--- config.mk ---
export PLATFORM = sky130hd
export DESIGN_NAME = pip_ram
export DESIGN_NICKNAME = d
export VERILOG_FILES = /design/src/design/pip_ram.sv
export SDC_FILE = /design/constraint.sdc
export NUM_CORES = 1
export LEC_CHECK = 0
export BUFFER_PORTS_ARGS = -buffer_cell sky130_fd_sc_hd__buf_4
export CELL_PAD_IN_SITES_DETAIL_PLACEMENT = 0
export CELL_PAD_IN_SITES_GLOBAL_PLACEMENT = 1
export CORE_AREA = 2 2 117 119
export DETAILED_ROUTE_END_ITERATION = 10
export DIE_AREA = 0 0 119 121
export PLACE_DENSITY_LB_ADDON = 0.1
export SYNTH_ARGS = -nofsm -noshare
export SYNTH_HDL_FRONTEND = slang
export SYNTH_SLANG_ARGS = --single-unit
--- constraint.sdc ---
create_clock -name clock -period 5.25 [get_ports clock]
set_clock_uncertainty 0.1 [all_clocks]
set_input_delay 0.2625 -clock clock [delete_from_list [all_inputs] [get_ports clock]]
set_output_delay 0.2625 -clock clock [all_outputs]
set_load 0.02 [all_outputs]
--- src/design/pip_ram.sv ---
// ----------------------------------------------------------------------------
// Point-in-polygon vertex RAM
// Generic single-write, single-read memory with registered read data.
// ----------------------------------------------------------------------------
`timescale 1ns / 1ps

module pip_ram #(
   parameter int WIDTH = 8,
   parameter int DEPTH = 16
) (
   input  logic                     clock,
   input  logic                     wr_en,
   input  logic [$clog2(DEPTH)-1:0] wr_addr,
   input  logic [WIDTH-1:0]         wr_data,
   input  logic [$clog2(DEPTH)-1:0] rd_addr,
   output logic [WIDTH-1:0]         rd_data
);

   logic [WIDTH-1:0] mem [DEPTH];

   always_ff @(posedge clock) begin
      if (wr_en) begin
         mem[wr_addr] <= wr_data;
      end
      rd_data <= mem[rd_addr];
   end

endmodule

==> flow_metrics.py <==
metrics = {
    "critical_path": {
        "crit_cells": 3,
        "rr_worst_depth": 3,
        "r2r-end": "rd_data[1]",
        "crit_type": "in -> reg",
        "critical_path.cell_chain": "buf_4 -> or3b_2 -> nor3_1",
        "critical_path.endpoint": "mem[0][0]",
        "cp-end-kind": "register",
        "critPathMaxStageDelay_ns": 0.88,
        "critPathRequiredTime_ns": 5.18,
        "critPathLaunch": "wr_addr[2]",
        "path_buf_inv": 1,
        "r2r_start": "mem[1][1]",
        "critPathArrivalTime_ns": 1.76,
        "worstPathMaxFanout": 8,
        "slowest_stage": "nor3_1",
        "path_delay_family": "simple AND/OR/NAND/NOR gates",
        "critPathLaunchType": "input pin",
        "rrSetupSlack_ns": 3.72,
    },
    "synthesis": {
        "synth_top_cell_area_share_pct": 74.7,
        "synthTopCellsByCount": "edfxtp_1, mux4_2, a22oi_1, mux4_1, nor2_1",
        "yosys.area_share.adder_pct": 0,
        "ys.flop_type": "edfxtp_1",
        "yosys.area_share.simple_pct": 3.18,
        "synthMuxAreaShare_pct": 15.0,
        "syn_area_um2": 5150,
        "synthXorXnorAreaFrac_pct": 0,
        "yosysSeqAreaShare_pct": 77.8,
        "synth.avg_cell_area_um2": 22.5,
        "yosys_register_bits": 136,
        "synth_top_family_by_area": "multiplexers",
        "synth_edf_count": 128,
        "ys_async_sr_fraction_pct": 0,
        "synth_warnings": 0,
        "syn-num-nets": 247,
        "yosys.area.top_type": "edfxtp_1",
        "synth_most_common_cell": "edfxtp_1",
        "synthTopCellsByArea": "edfxtp_1, mux4_2, mux4_1",
        "synth.distinct_cells": 19,
        "synth_compound_area_share_pct": 2.33,
        "synth_cells": 229,
    },
    "clock_network": {
        "cts_tree": "built",
        "clock_latency_ns": 0.42,
        "clk_path_buf_depth": 2,
        "cts-hold-fix-buffers": 0,
        "ctsRootBufferMaster": "clkbuf_16",
        "path_clk_slew_ns": 0.05,
        "post_cts_buffers": 0,
        "htree_levels": 4,
        "cts_sinks": 136,
        "cts.repair.resized": 0,
        "cts_inserted_buffers": 17,
    },
    "place": {
        "place_hpwl_um": 6010,
        "gp_routability_congestion": 0.671,
        "io_buffers": 25,
    },
    "timing": {
        "setup_violations": 0,
        "max_freq_ghz": 0.545,
        "finalHoldViolCount": 0,
        "worst_slew_pin_slew_ns": 1.13,
        "min_period_ns": 1.84,
        "fin_tns_setup_ns": 0,
        "finalMaxSlewViolations": 0,
        "fin_crit_sh_pct": 35.0,
        "rsz0062_at_grt": "false",
        "slew_headroom_pct": 24.3,
    },
    "power_and_ir_drop": {
        "power_frac_comb_pct": 5.0,
        "ir_drop_uv": 210,
        "p_sw_w": 0.000473,
        "p_sw_share_pct": 19.2,
        "pwr_density_cell_nw_per_um2": 407,
        "p_int_w": 0.00199,
        "pwr-share-seq_pct": 49.5,
        "p_leak_nw": 2.01,
        "clkPwrFrac_pct": 45.6,
    },
    "floorplan": {
        "die_area_um2": 14400,
        "start_util_pct": 39.3,
        "die_w_um": 119,
        "rows": 42,
        "fp.dieH_um": 121,
        "pin_count": 26,
        "coreArea_um2": 13100,
    },
    "drt": {
        "drtIter0Drc": 98,
        "avgRoutedWirePerCell_um": 21.7,
        "drt.antenna.violating_nets": 0,
        "drtPass1Iterations": 4,
        "routed_wirelength_um": 9880,
        "vias": 2355,
        "drc": 0,
        "viasPerCell": 5.18,
    },
    "global_routing": {
        "grtUsageTotal_pct": 15.2,
        "grt_pass1_vias": 2423,
        "grt_pass1_wl_um": 14800,
        "antenna_found_initial": 0,
        "grt_max_degree": 33,
        "overflow": 0,
    },
    "worst_hold_path": {
        "min_path_type": "in -> reg",
    },
    "final_layout": {
        "drive_gt1_share_pct": 25.8,
        "fillers": 1119,
        "area_growth_pct": 17.7,
        "final_core_util_pct": 46.3,
        "num_antenna_cells": 0,
        "nNetsFinal": 284,
    },
    "run_status": {
        "status": "complete, no violations",
    },
    "job": {
        "cap_violations": 0,
    },
}
[worst min-delay path by stage]
| stage | start | depth (start not counted) | end |
|---|---|---|---|
| after global placement | wr_data[3] | 1 | mem[5][3] |
| after floorplan | wr_data[0] | 0 | mem[0][0] |
| after detailed placement | wr_data[3] | 1 | mem[4][3] |
| final | wr_data[3] | 1 | mem[2][3] |
| after global routing | wr_data[3] | 1 | mem[9][3] |
| after CTS | wr_data[3] | 1 | mem[8][3] |
[cell families after synthesis]
group	Yosys count
mux	32
simple gates	35
flops	136
buf+inv	10
compound gates	16
[metal layers]
layer | routed length, um | vias up | share of wire [%] | track usage (%)
met1 | 4660 | 1233 | 47 | 20.4
met5 | 0 | - | 0 | 0
met3 | 342 | 14 | 3.5 | 4.28
met2 | 4690 | 63 | 47 | 22.8
met4 | 191 | 0 | 1.9 | 7.51
li1 | - | 1045 | - | -
[registers in the layout, summed over array words and instances, names as in the netlist]
signal and cells:
rd_data 8, mem 128
[through the flow]
step / cell area [um2] / hold slack, ns / setup slack (ns) / power [W] / instances
finish: 6060 / 0.0587 / 3.41 / 0.00247 / 455
global route: 6060 / 0.0624 / 3.34 / 0.00255 / 455
CTS: 6060 / 0.0473 / 3.41 / 0.00249 / 455
detailed placement: 5490 / 0.482 / 2.97 / 0.00137 / 423
global placement: 5490 / 0.476 / 3.03 / 0.00137 / 423
floorplan: 5150 / 0.261 / 3.39 / 0.00131 / 229
[cell type report]
| class | instances | area (um2) | area share [%] |
|---|---|---|---|
| clock buffer | 30 | 534 | 8.82 |
| clock inverter | 2 | 35.0 | 0.578 |
| multi-input combinational | 83 | 1060 | 17.4 |
| sequential | 136 | 4000 | 66.1 |
| tap | 176 | 220 | 3.63 |
| timing repair buffer | 28 | 210 | 3.47 |
[power by group through the flow]
stage               clock [W]  combinational [W]  sequential [W]
floorplan                   0          0.0000616         0.00125
global placement            0           0.000125         0.00124
detailed placement          0           0.000125         0.00124
CTS                   0.00114           0.000125         0.00122
global route          0.00119           0.000134         0.00122
finish                0.00112           0.000122         0.00122
[worst register-to-register path: stages (launching register included)]
cell	delay, ns
edfxtp_1	0.35
mux4_1	0.51
a22oi_1	0.35
nand2_1	0.09
[cell usage in the layout (no fill, tap or decap), drive strengths merged]
| cell type | n |
|---|---|
| edfxtp | 128 |
| mux4 | 32 |
| clkbuf | 30 |
| buf | 28 |
| a22oi | 16 |
| nor2 | 13 |
| nand2 | 9 |
| dfxtp | 8 |
| nor3 | 4 |
| nand3b | 2 |
| nand2b | 2 |
| nor2b | 1 |
| and2 | 1 |
| and2b | 1 |
| nand3 | 1 |
| or3b | 1 |
| clkinv | 1 |
| bufinv | 1 |
No activity file was read; power rests on OpenSTA's default activity.
